### src/assert_macros.svh
// Assertion macros shared by the tone mapper RTL.
`ifndef ASSERT_MACROS_SVH
`define ASSERT_MACROS_SVH
`ifndef NO_ASSERTIONS
// Check a property on every rising edge while reset is low.
`define ASSERT_CLK(lbl, clk, rst, prop, msg) \
   lbl: assert property (@(posedge clk) disable iff (rst) (prop)) else $error(msg);
// Check a property on every rising edge, reset included.
`define ASSERT_ALWAYS(lbl, clk, prop, msg) \
   lbl: assert property (@(posedge clk) (prop)) else $error(msg);
`else
`define ASSERT_CLK(lbl, clk, rst, prop, msg)
`define ASSERT_ALWAYS(lbl, clk, prop, msg)
`endif
`endif

### src/esptm_pkg.sv
// Types, codes, constants and tone functions of the sound-port tone mapper.
package esptm_pkg;

   localparam int OP_W    = 3;
   localparam int VALUE_W = 16;
   localparam int CHAN_W  = 2;
   localparam int ACT_W   = 2;
   localparam int HZ_W    = 12;
   localparam int BYTE_W  = 8;
   localparam int SAMPLE_W = 8;
   localparam int LEVEL_W = 2;

   localparam logic [VALUE_W-1:0] FLUSH_CODE   = 16'hFE0C;
   localparam logic [BYTE_W-1:0]  CAS_IN_BYTE  = 8'h80;
   localparam logic [SAMPLE_W-1:0] SAMPLE_FLIP = 8'h80;

   localparam logic [HZ_W-1:0] HZ_LEVEL0   = 12'd520;
   localparam logic [HZ_W-1:0] HZ_LEVEL1   = 12'd880;
   localparam logic [HZ_W-1:0] HZ_LEVEL2   = 12'd660;
   localparam logic [HZ_W-1:0] HZ_LEVEL3   = 12'd1320;
   localparam logic [HZ_W-1:0] HZ_SND_ONE  = 12'd1700;
   localparam logic [HZ_W-1:0] HZ_SND_ZERO = 12'd950;
   localparam logic [HZ_W-1:0] HZ_DAC_BASE = 12'd140;

   typedef enum logic [OP_W-1:0] {
      OP_RESET     = 3'd0,
      OP_MOTOR     = 3'd1,
      OP_CAS_OUT   = 3'd2,
      OP_SOUND_OUT = 3'd3,
      OP_DAC_OUT   = 3'd4,
      OP_DAC_FLUSH = 3'd5,
      OP_REFRESH   = 3'd6,
      OP_CAS_READ  = 3'd7
   } op_type;

   typedef enum logic [ACT_W-1:0] {
      ACT_NONE = 2'd0,
      ACT_STOP = 2'd1,
      ACT_PLAY = 2'd2
   } act_type;

   typedef enum logic [1:0] {
      SND_UNSET = 2'd0,
      SND_ZERO  = 2'd1,
      SND_ONE   = 2'd2
   } snd_type;

   typedef struct packed {
      logic                motor_on;
      logic [LEVEL_W-1:0]  cas_level;
      snd_type             snd;
      logic                cas_in;
      logic [SAMPLE_W-1:0] dac_left;
      logic [SAMPLE_W-1:0] dac_right;
      logic [HZ_W-1:0]     last_left;
      logic [HZ_W-1:0]     last_right;
      logic                known;
   } port_state_type;

   localparam port_state_type RESET_STATE = '{
      motor_on:   1'b0,
      cas_level:  '0,
      snd:        SND_UNSET,
      cas_in:     1'b0,
      dac_left:   '0,
      dac_right:  '0,
      last_left:  '0,
      last_right: '0,
      known:      1'b0
   };

   typedef struct packed {
      act_type           action;
      logic [HZ_W-1:0]   left_hz;
      logic [HZ_W-1:0]   right_hz;
      logic [BYTE_W-1:0] cas_in_byte;
   } rsp_data_type;

   // 140 + v*2600/255 = 140 + 10v + floor(50v/255); the divide by 255 is
   // (x + 1 + (x >> 8)) >> 8, exact for the range of 50v.
   function automatic logic [HZ_W-1:0] dac_to_hz(input logic [SAMPLE_W-1:0] s);
      logic [SAMPLE_W-1:0] v;
      logic [15:0]         x;
      logic [15:0]         q;
      logic [HZ_W-1:0]     ten_v;
      v     = s ^ SAMPLE_FLIP;
      x     = 16'(16'd50 * {8'd0, v});
      q     = 16'((x + 16'd1 + (x >> 8)) >> 8);
      ten_v = 12'(12'd10 * {4'd0, v});
      return 12'(HZ_DAC_BASE + ten_v + q[HZ_W-1:0]);
   endfunction

   function automatic logic [HZ_W-1:0] level_to_hz(input logic [LEVEL_W-1:0] lv);
      logic [HZ_W-1:0] hz;
      case (lv)
         2'd0:    hz = HZ_LEVEL0;
         2'd1:    hz = HZ_LEVEL1;
         2'd2:    hz = HZ_LEVEL2;
         default: hz = HZ_LEVEL3;
      endcase
      return hz;
   endfunction

endpackage

### src/esptm_ifs.sv
// Handshake channel interfaces of the tone mapper: request, response, register write.
interface esptm_req_if;
   import esptm_pkg::*;
   logic                valid;
   logic                ready;
   logic [OP_W-1:0]     operation;
   logic signed [VALUE_W-1:0] value;
   logic [CHAN_W-1:0]   channels;
   modport source (output valid, operation, value, channels, input ready);
   modport sink   (input valid, operation, value, channels, output ready);
endinterface

interface esptm_rsp_if;
   import esptm_pkg::*;
   logic              valid;
   logic              ready;
   logic [ACT_W-1:0]  action;
   logic [HZ_W-1:0]   left_hz;
   logic [HZ_W-1:0]   right_hz;
   logic [BYTE_W-1:0] cassette_in_byte;
   modport source (output valid, action, left_hz, right_hz, cassette_in_byte, input ready);
   modport sink   (input valid, action, left_hz, right_hz, cassette_in_byte, output ready);
endinterface

interface esptm_csr_if;
   logic valid;
   logic ready;
   logic data;
   modport source (output valid, data, input ready);
   modport sink   (input valid, data, output ready);
endinterface

### src/esptm_core.sv
// Port state update and tone selection for one event.
module esptm_core (
   input  logic                         sound_enable,
   input  esptm_pkg::op_type            operation,
   input  logic [esptm_pkg::VALUE_W-1:0] value,
   input  logic [esptm_pkg::CHAN_W-1:0] channels,
   input  esptm_pkg::port_state_type    cur,
   output esptm_pkg::port_state_type    nxt,
   output esptm_pkg::rsp_data_type      result
);
   import esptm_pkg::*;

   port_state_type  upd;
   logic            eval;
   logic            val_nz;
   logic [HZ_W-1:0] tone_l;
   logic [HZ_W-1:0] tone_r;
   logic            last_nz;
   logic            same;
   act_type         act;

   assign val_nz = |value;

   // Apply the port write.
   always_comb begin
      upd  = cur;
      eval = 1'b1;
      case (operation)
         OP_RESET: begin
            upd = RESET_STATE;
         end
         OP_MOTOR: begin
            upd.motor_on = val_nz;
            if (val_nz) upd.cas_in = 1'b0;
         end
         OP_CAS_OUT: begin
            upd.cas_level = value[LEVEL_W-1:0];
            if (cur.motor_on) upd.cas_in = value[0];
         end
         OP_SOUND_OUT: begin
            upd.snd = val_nz ? SND_ONE : SND_ZERO;
         end
         OP_DAC_OUT: begin
            if (value == FLUSH_CODE) begin
               upd.dac_left  = '0;
               upd.dac_right = '0;
            end else begin
               if (channels[0]) upd.dac_left  = value[SAMPLE_W-1:0];
               if (channels[1]) upd.dac_right = value[SAMPLE_W-1:0];
            end
         end
         OP_DAC_FLUSH: begin
            upd.dac_left  = '0;
            upd.dac_right = '0;
         end
         OP_REFRESH: begin
            upd = cur;
         end
         default: begin
            eval = 1'b0;
         end
      endcase
   end

   // Pick the tone pair by priority: motor, DAC, sound bit, cassette level.
   always_comb begin
      if (upd.motor_on) begin
         tone_l = '0;
         tone_r = '0;
      end else if (upd.dac_left != '0 || upd.dac_right != '0) begin
         tone_l = dac_to_hz(upd.dac_left);
         tone_r = dac_to_hz(upd.dac_right);
      end else if (upd.snd != SND_UNSET) begin
         tone_l = (upd.snd == SND_ONE) ? HZ_SND_ONE : HZ_SND_ZERO;
         tone_r = tone_l;
      end else begin
         tone_l = level_to_hz(upd.cas_level);
         tone_r = tone_l;
      end
   end

   assign last_nz = (upd.last_left != '0) || (upd.last_right != '0);
   assign same    = upd.known && tone_l == upd.last_left && tone_r == upd.last_right;

   always_comb begin
      nxt = upd;
      act = ACT_NONE;
      if (eval) begin
         nxt.known = 1'b1;
         if (!sound_enable) begin
            if (!upd.known || last_nz) act = ACT_STOP;
            nxt.last_left  = '0;
            nxt.last_right = '0;
         end else begin
            if (!same) act = (tone_l == '0 && tone_r == '0) ? ACT_STOP : ACT_PLAY;
            nxt.last_left  = tone_l;
            nxt.last_right = tone_r;
         end
      end
   end

   always_comb begin
      result.action      = act;
      result.left_hz     = (act == ACT_PLAY) ? tone_l : '0;
      result.right_hz    = (act == ACT_PLAY) ? tone_r : '0;
      result.cas_in_byte = nxt.cas_in ? CAS_IN_BYTE : '0;
   end

endmodule

### src/emulated_sound_port_tone_mapper_top.sv
// Sound-port tone mapper: port state, output register with skid stage, register port.
// Throughput: one request per cycle while the skid stage is empty; state
// updates at the accepting edge, so back-to-back events see each other. A stalled
// output holds one more result in the skid stage; req_chan.ready stays low until
// the next response beat is taken.
// Reset (synchronous, high): port state cleared, sound_enable set to 1, buffers empty.
`include "assert_macros.svh"

module emulated_sound_port_tone_mapper_top (
   input logic         clock,
   input logic         reset,
   esptm_req_if.sink   req_chan,
   esptm_rsp_if.source rsp_chan,
   esptm_csr_if.sink   csr_chan
);
   import esptm_pkg::*;

   port_state_type state_ff;
   port_state_type state_in;
   logic           sound_enable_ff;
   rsp_data_type   new_data;
   rsp_data_type   out_data_ff;
   rsp_data_type   skid_data_ff;
   logic           out_valid_ff;
   logic           skid_valid_ff;
   logic           accept;
   logic           pop;

   esptm_core u_core (
      .sound_enable (sound_enable_ff),
      .operation    (op_type'(req_chan.operation)),
      .value        (req_chan.value),
      .channels     (req_chan.channels),
      .cur          (state_ff),
      .nxt          (state_in),
      .result       (new_data)
   );

   assign req_chan.ready = !skid_valid_ff;
   assign accept         = req_chan.valid && req_chan.ready;
   assign pop            = rsp_chan.valid && rsp_chan.ready;
   assign csr_chan.ready = 1'b1;

   always_ff @(posedge clock) begin
      if (reset) begin
         sound_enable_ff <= 1'b1;
      end else if (csr_chan.valid && csr_chan.ready) begin
         sound_enable_ff <= csr_chan.data;
      end
   end

   always_ff @(posedge clock) begin
      if (reset) begin
         state_ff <= RESET_STATE;
      end else if (accept) begin
         state_ff <= state_in;
      end
   end

   // Output register refills from the skid stage first to keep beat order.
   always_ff @(posedge clock) begin
      if (reset) begin
         out_valid_ff  <= 1'b0;
         skid_valid_ff <= 1'b0;
      end else if (!out_valid_ff || pop) begin
         if (skid_valid_ff) begin
            out_valid_ff  <= 1'b1;
            skid_valid_ff <= 1'b0;
         end else begin
            out_valid_ff <= accept;
         end
      end else if (accept) begin
         skid_valid_ff <= 1'b1;
      end
   end

   always_ff @(posedge clock) begin
      if (!out_valid_ff || pop) begin
         out_data_ff <= skid_valid_ff ? skid_data_ff : new_data;
      end else if (accept) begin
         skid_data_ff <= new_data;
      end
   end

   assign rsp_chan.valid            = out_valid_ff;
   assign rsp_chan.action           = out_data_ff.action;
   assign rsp_chan.left_hz          = out_data_ff.left_hz;
   assign rsp_chan.right_hz         = out_data_ff.right_hz;
   assign rsp_chan.cassette_in_byte = out_data_ff.cas_in_byte;

   `ASSERT_CLK(a_skid_needs_out, clock, reset, skid_valid_ff |-> out_valid_ff,
      "skid holds a beat while output register is empty")
   `ASSERT_CLK(a_accept_lands, clock, reset, accept |=> out_valid_ff,
      "accepted beat did not reach the output")
   `ASSERT_CLK(a_play_nonzero, clock, reset,
      (out_valid_ff && out_data_ff.action == ACT_PLAY) |->
      (out_data_ff.left_hz != '0 && out_data_ff.right_hz != '0),
      "play with a zero frequency")
   `ASSERT_CLK(a_noplay_zero, clock, reset,
      (out_valid_ff && out_data_ff.action != ACT_PLAY) |->
      (out_data_ff.left_hz == '0 && out_data_ff.right_hz == '0),
      "frequency given without play")
   `ASSERT_CLK(a_unknown_silent, clock, reset,
      !state_ff.known |-> (state_ff.last_left == '0 && state_ff.last_right == '0),
      "last pair set before any output")

endmodule

### src/flat_wrapper.sv
// flat-port wrapper written by rule: the top's interface ports become plain ports
module emulated_sound_port_tone_mapper_top_flat import esptm_pkg::*;
  (clock, reset, req_chan_valid, req_chan_operation, req_chan_value, req_chan_channels, req_chan_ready, rsp_chan_valid, rsp_chan_action, rsp_chan_left_hz, rsp_chan_right_hz, rsp_chan_cassette_in_byte, rsp_chan_ready, csr_chan_valid, csr_chan_data, csr_chan_ready);
  esptm_req_if req_chan_i ();
  esptm_rsp_if rsp_chan_i ();
  esptm_csr_if csr_chan_i ();
  input logic clock;
  input logic reset;
  input wire logic [$bits(req_chan_i.valid)-1:0] req_chan_valid;
  input wire logic [$bits(req_chan_i.operation)-1:0] req_chan_operation;
  input wire logic [$bits(req_chan_i.value)-1:0] req_chan_value;
  input wire logic [$bits(req_chan_i.channels)-1:0] req_chan_channels;
  output wire logic [$bits(req_chan_i.ready)-1:0] req_chan_ready;
  output wire logic [$bits(rsp_chan_i.valid)-1:0] rsp_chan_valid;
  output wire logic [$bits(rsp_chan_i.action)-1:0] rsp_chan_action;
  output wire logic [$bits(rsp_chan_i.left_hz)-1:0] rsp_chan_left_hz;
  output wire logic [$bits(rsp_chan_i.right_hz)-1:0] rsp_chan_right_hz;
  output wire logic [$bits(rsp_chan_i.cassette_in_byte)-1:0] rsp_chan_cassette_in_byte;
  input wire logic [$bits(rsp_chan_i.ready)-1:0] rsp_chan_ready;
  input wire logic [$bits(csr_chan_i.valid)-1:0] csr_chan_valid;
  input wire logic [$bits(csr_chan_i.data)-1:0] csr_chan_data;
  output wire logic [$bits(csr_chan_i.ready)-1:0] csr_chan_ready;
  assign req_chan_i.valid = req_chan_valid;
  assign req_chan_i.operation = req_chan_operation;
  assign req_chan_i.value = req_chan_value;
  assign req_chan_i.channels = req_chan_channels;
  assign req_chan_ready = req_chan_i.ready;
  assign rsp_chan_valid = rsp_chan_i.valid;
  assign rsp_chan_action = rsp_chan_i.action;
  assign rsp_chan_left_hz = rsp_chan_i.left_hz;
  assign rsp_chan_right_hz = rsp_chan_i.right_hz;
  assign rsp_chan_cassette_in_byte = rsp_chan_i.cassette_in_byte;
  assign rsp_chan_i.ready = rsp_chan_ready;
  assign csr_chan_i.valid = csr_chan_valid;
  assign csr_chan_i.data = csr_chan_data;
  assign csr_chan_ready = csr_chan_i.ready;
  emulated_sound_port_tone_mapper_top u_core (.clock(clock), .reset(reset), .req_chan(req_chan_i), .rsp_chan(rsp_chan_i), .csr_chan(csr_chan_i));
endmodule
### config.mk
export PLATFORM = sky130hd
export DESIGN_NAME = emulated_sound_port_tone_mapper_top_flat
export DESIGN_NICKNAME = d
export VERILOG_FILES = /design/src/esptm_pkg.sv /design/src/esptm_ifs.sv /design/src/esptm_core.sv /design/src/emulated_sound_port_tone_mapper_top.sv /design/src/flat_wrapper.sv
export VERILOG_INCLUDE_DIRS = /design/src /design/src/src
export SDC_FILE = /design/constraint.sdc
export NUM_CORES = 1
export LEC_CHECK = 0
export ABC_AREA = 1
export BUFFER_PORTS_ARGS = -buffer_cell sky130_fd_sc_hd__buf_2
export CAP_MARGIN = 20
export CORE_UTILIZATION = 28
export DETAILED_ROUTE_END_ITERATION = 10
export GPL_ROUTABILITY_DRIVEN = 0
export GPL_TIMING_DRIVEN = 0
export PLACE_DENSITY_LB_ADDON = 0.1
export SLEW_MARGIN = 20
export SYNTH_ARGS = -nofsm -noshare
export SYNTH_HDL_FRONTEND = slang
export SYNTH_SLANG_ARGS = --single-unit
### constraint.sdc
create_clock -name clock -period 7.7 [get_ports clock]
set_input_delay 0.385 -clock clock [delete_from_list [all_inputs] [get_ports clock]]
set_output_delay 0.385 -clock clock [all_outputs]
set_load 0.01 [all_outputs]
==> qor.log <==
INFO  drt            vias_per_cell=4.622
INFO  logic_synthesis synth-warning-count=0
INFO  critical_path  timing.critical_path.arrival=7.64ns
INFO  clock_network  cts_tree=built
INFO  logic_synthesis edff_count_synth=54
INFO  min_path       hp-class=in2reg
INFO  clock_network  clkTransAtPathRegs=0.08ns
INFO  timing         layout_skew=0.01091ns
INFO  clock_network  htree_num_levels=3
INFO  final_layout   layout_common_cells=297 x nand2_1, 207 x inv_1, 117 x ha_1
INFO  timing         hold_viol=0
INFO  clock_network  clock_tree.buffer_depth=2
INFO  timing         clock.fmax=133.2MHz
INFO  placement      detailed_place.area=10530µm²
INFO  global_routing largest_net_degree_at_the_start_of_global_routing=31
INFO  global_routing grt_remaining_overflow=0
INFO  pwr            power.leakage=6.273nW
INFO  logic_synthesis synth_top_flop_cell=edfxtp_1
INFO  logic_synthesis yosysUniqueCellTypes=44
INFO  pwr            worst_ir_drop_vdd=0.1186mV
INFO  run_status     run_status=complete, no violations
INFO  logic_synthesis post_synthesis_xor_xnor_area_fraction=2.451%
INFO  placement      buffer_ports.inserted=54
INFO  floorplan      die-area=35200µm²
INFO  floorplan      row_count=67
INFO  logic_synthesis yosysSeqAreaShare=27.19%
INFO  timing         setup_total_negative_slack=0ns
INFO  global_routing global_route.usage.total=17.36%
INFO  floorplan      initial_utilization=28.63%
INFO  logic_synthesis post_synth_mux_area_share=1.038%
INFO  floorplan      chipHeight=187.6µm
INFO  timing         timing.final.crit_period=7.507ns
INFO  logic_synthesis syn-cell-area=9647µm²
INFO  floorplan      io_pins=64
INFO  final_layout   final_design_area_no_fill=12540µm²
INFO  drt            first_pass_iters=5
INFO  clock_network  clk_latency=0.37ns
INFO  global_routing grt_first_pass_wirelength=47710µm
INFO  timing         timing.slew.headroom=50.43%
INFO  logic_synthesis async_reset_ff_share=0%
INFO  critical_path  crit_end_category=flip-flop
INFO  global_routing number_of_antenna_violations_at_the_first_check_in_global_routing=0
INFO  run            max_cap_violations=0
INFO  final_layout   nFillCells=3641
INFO  drt            num_vias=9161
INFO  logic_synthesis yosys_register_bits=104
INFO  final_layout   nNetsFinal=1692
INFO  clock_network  clock_tree.root_cell=clkbuf_16
INFO  critical_path  timing_worst_setup_path_type=in2reg
INFO  logic_synthesis synth_compound_gate_area_share=9.728%
INFO  pwr            power_density=215.3nW/µm²
INFO  drt            route.antenna.remaining_nets=0
INFO  placement      place.detailed.hpwl=24140µm
INFO  logic_synthesis post_synth_and_or_nand_nor_area_fraction=29.74%
INFO  timing         rsz0062_at_grt=true
INFO  final_layout   mostFrequentLayoutCell=nand2_1
INFO  final_layout   ant_cells=0
INFO  critical_path  timing.critical_path.slowest_stage_cell=fa_1
INFO  logic_synthesis post_synth_inst_count=1370
INFO  timing         worst_pin_slew=0.7409ns
INFO  drt            detail_route.wirelength=30410µm
INFO  drt            post-route-drc-count=0
INFO  critical_path  critical_path_required=7.83ns
INFO  logic_synthesis synth.top_cells.by_area=edfxtp_1 17%, ha_1 16%, nand2_1 13%, dfxtp_1 10%, inv_1 8.6%
INFO  critical_path  crit_fanout=6
INFO  critical_path  critPathLaunchType=primary input
INFO  timing         timing.final.crit_share=97.50%
INFO  global_routing first_global_vias=8704
INFO  critical_path  worst_path_largest_cell_delay=0.51ns
INFO  logic_synthesis syn-mean-instance-area=7.041µm²
INFO  final_layout   drive_above_1_share=24.71%
INFO  logic_synthesis netlist.top_cell.by_area=edfxtp_1
INFO  placement      preCtsSetupSlack=-1.968ns
INFO  floorplan      core=33700µm²
INFO  clock_network  post_cts_hold_buffer_count=0
INFO  logic_synthesis synth_top_cell_area_share=16.81%
INFO  floorplan      die_width=187.6µm
INFO  final_layout   postLayoutCoreUtil=37.22%
INFO  drt            routed_wire_length_per_instance=15.34µm
INFO  timing         setup_ws=0.1925ns
INFO  drt            dr.first_iter.drc_count=462
INFO  timing         timing_max_transition_violations_final=0
INFO  final_layout   flow.area_growth_from_synthesis=30.01%
INFO  logic_synthesis synth_top_family_by_area=simple AND/OR/NAND/NOR gates
INFO  clock_network  cts-buffers-inserted=9
INFO  timing         timing.final.setup_violations=0
INFO  logic_synthesis synthAdderAreaFrac=18.42%
INFO  clock_network  cts.sinks=104
## per-stage QoR
step                std cells  total power [mW]  hold slack (ns)
detailed placement       1879             1.894           0.4614
floorplan                1376             1.528           0.4362
CTS                      1955             2.590           0.1959
finish                   1982             2.701           0.2032
global route             1982             2.905           0.2056
global placement         1878             1.895           0.4537
## sequential cells by signal (all words and copies together), names as in the netlist
| register | flops |
|---|---|
| u_core.skid_valid_ff | 1 |
| u_core.sound_enable_ff | 1 |
| u_core.rsp_chan.right_hz | 12 |
| u_core.rsp_chan.left_hz | 12 |
| u_core.rsp_chan.cassette_in_byte | 1 |
| u_core.skid_data_ff | 27 |
| u_core.rsp_chan.action | 2 |
| u_core.state_ff | 47 |
| u_core.rsp_chan.valid | 1 |
## cell families after synthesis
group,after synthesis
adder cells (fa/ha/maj),136
buffers and inverters,272
multiplexers,10
other,2
AO/OA/AOI/OAI,168
XOR/XNOR,27
flip-flops,104
AND/OR/NAND/NOR,651
## synthesized netlist by cell type (4+ instances only)
cell / number
buf_6: 4
inv_1: 221
nor4_1: 4
fa_1: 10
o21bai_1: 6
a21oi_1: 85
buf_4: 9
clkbuf_1: 21
mux2i_1: 10
nand3_2: 4
ha_1: 126
o21ai_0: 48
xnor2_1: 8
inv_2: 7
o22ai_1: 4
a221oi_1: 8
nand3_1: 72
nand4_1: 43
buf_2: 7
nor2_2: 10
nand3b_1: 12
xor2_1: 19
nand2_2: 5
dfxtp_1: 50
o211ai_1: 5
nor2_1: 143
nor3_1: 10
nand2_1: 340
edfxtp_1: 54
## worst max-delay path, delay by kind of cell
kind | cells | cell delay, ns
xor gates and xnor gates | 1 | 0.23
AOI/OAI and AO/OA | 7 | 0.70
adders and majority gates | 7 | 2.21
muxes | 1 | 0.27
and+or+nand+nor | 26 | 2.55
buffers and inverters | 15 | 1.25
## path summary, 6_finish.rpt
check	depth (start not counted)	start	end	slack, ns
worst max-delay path	57	req_chan_operation[2]	u_core.skid_data_ff[28]	0.19
worst min register to register	2	u_core.state_ff[19]	u_core.state_ff[19]	0.48
worst max register to register	51	u_core.state_ff[28]	u_core.skid_data_ff[28]	0.53
worst min-delay path	2	csr_chan_valid	u_core.sound_enable_ff	0.20
## where the power goes
group          internal (mW)  switching (mW)
Combinational          0.581           0.911
Clock                  0.260           0.243
Sequential             0.679          0.0258
Total                   1.52            1.18
## final cells by class
| type | instances | area (µm²) | area share [%] |
|---|---|---|---|
| clock buffer | 9 | 225.2 | 1.796 |
| clock inverter | 7 | 88.84 | 0.7083 |
| multi-input combinational | 1000 | 6809 | 54.29 |
| inverter | 229 | 872.1 | 6.953 |
| timing repair buffer | 142 | 1094 | 8.719 |
| buffer | 43 | 270.3 | 2.155 |
| tap | 448 | 560.5 | 4.469 |
| sequential | 104 | 2623 | 20.91 |
## repair_timing
| action | 4_1_cts | 5_1_grt |
|---|---|---|
| setup buffers | 57 | 27 |
| cloned | 3 | 2 |
| resized for setup | 133 | 126 |
| pin swaps | 62 | 109 |
| endpoints found under the setup margin | 62 | 52 |
## routing by layer
metal	vias up	GRT usage [%]	wire length [µm]
li1	4783	-	-
met1	4154	22.92	14230
met2	190	29.52	14160
met3	34	2.040	1243
met4	0	5.128	765
met5	-	0	0
Note: power is estimated with default switching activity, not from simulation.
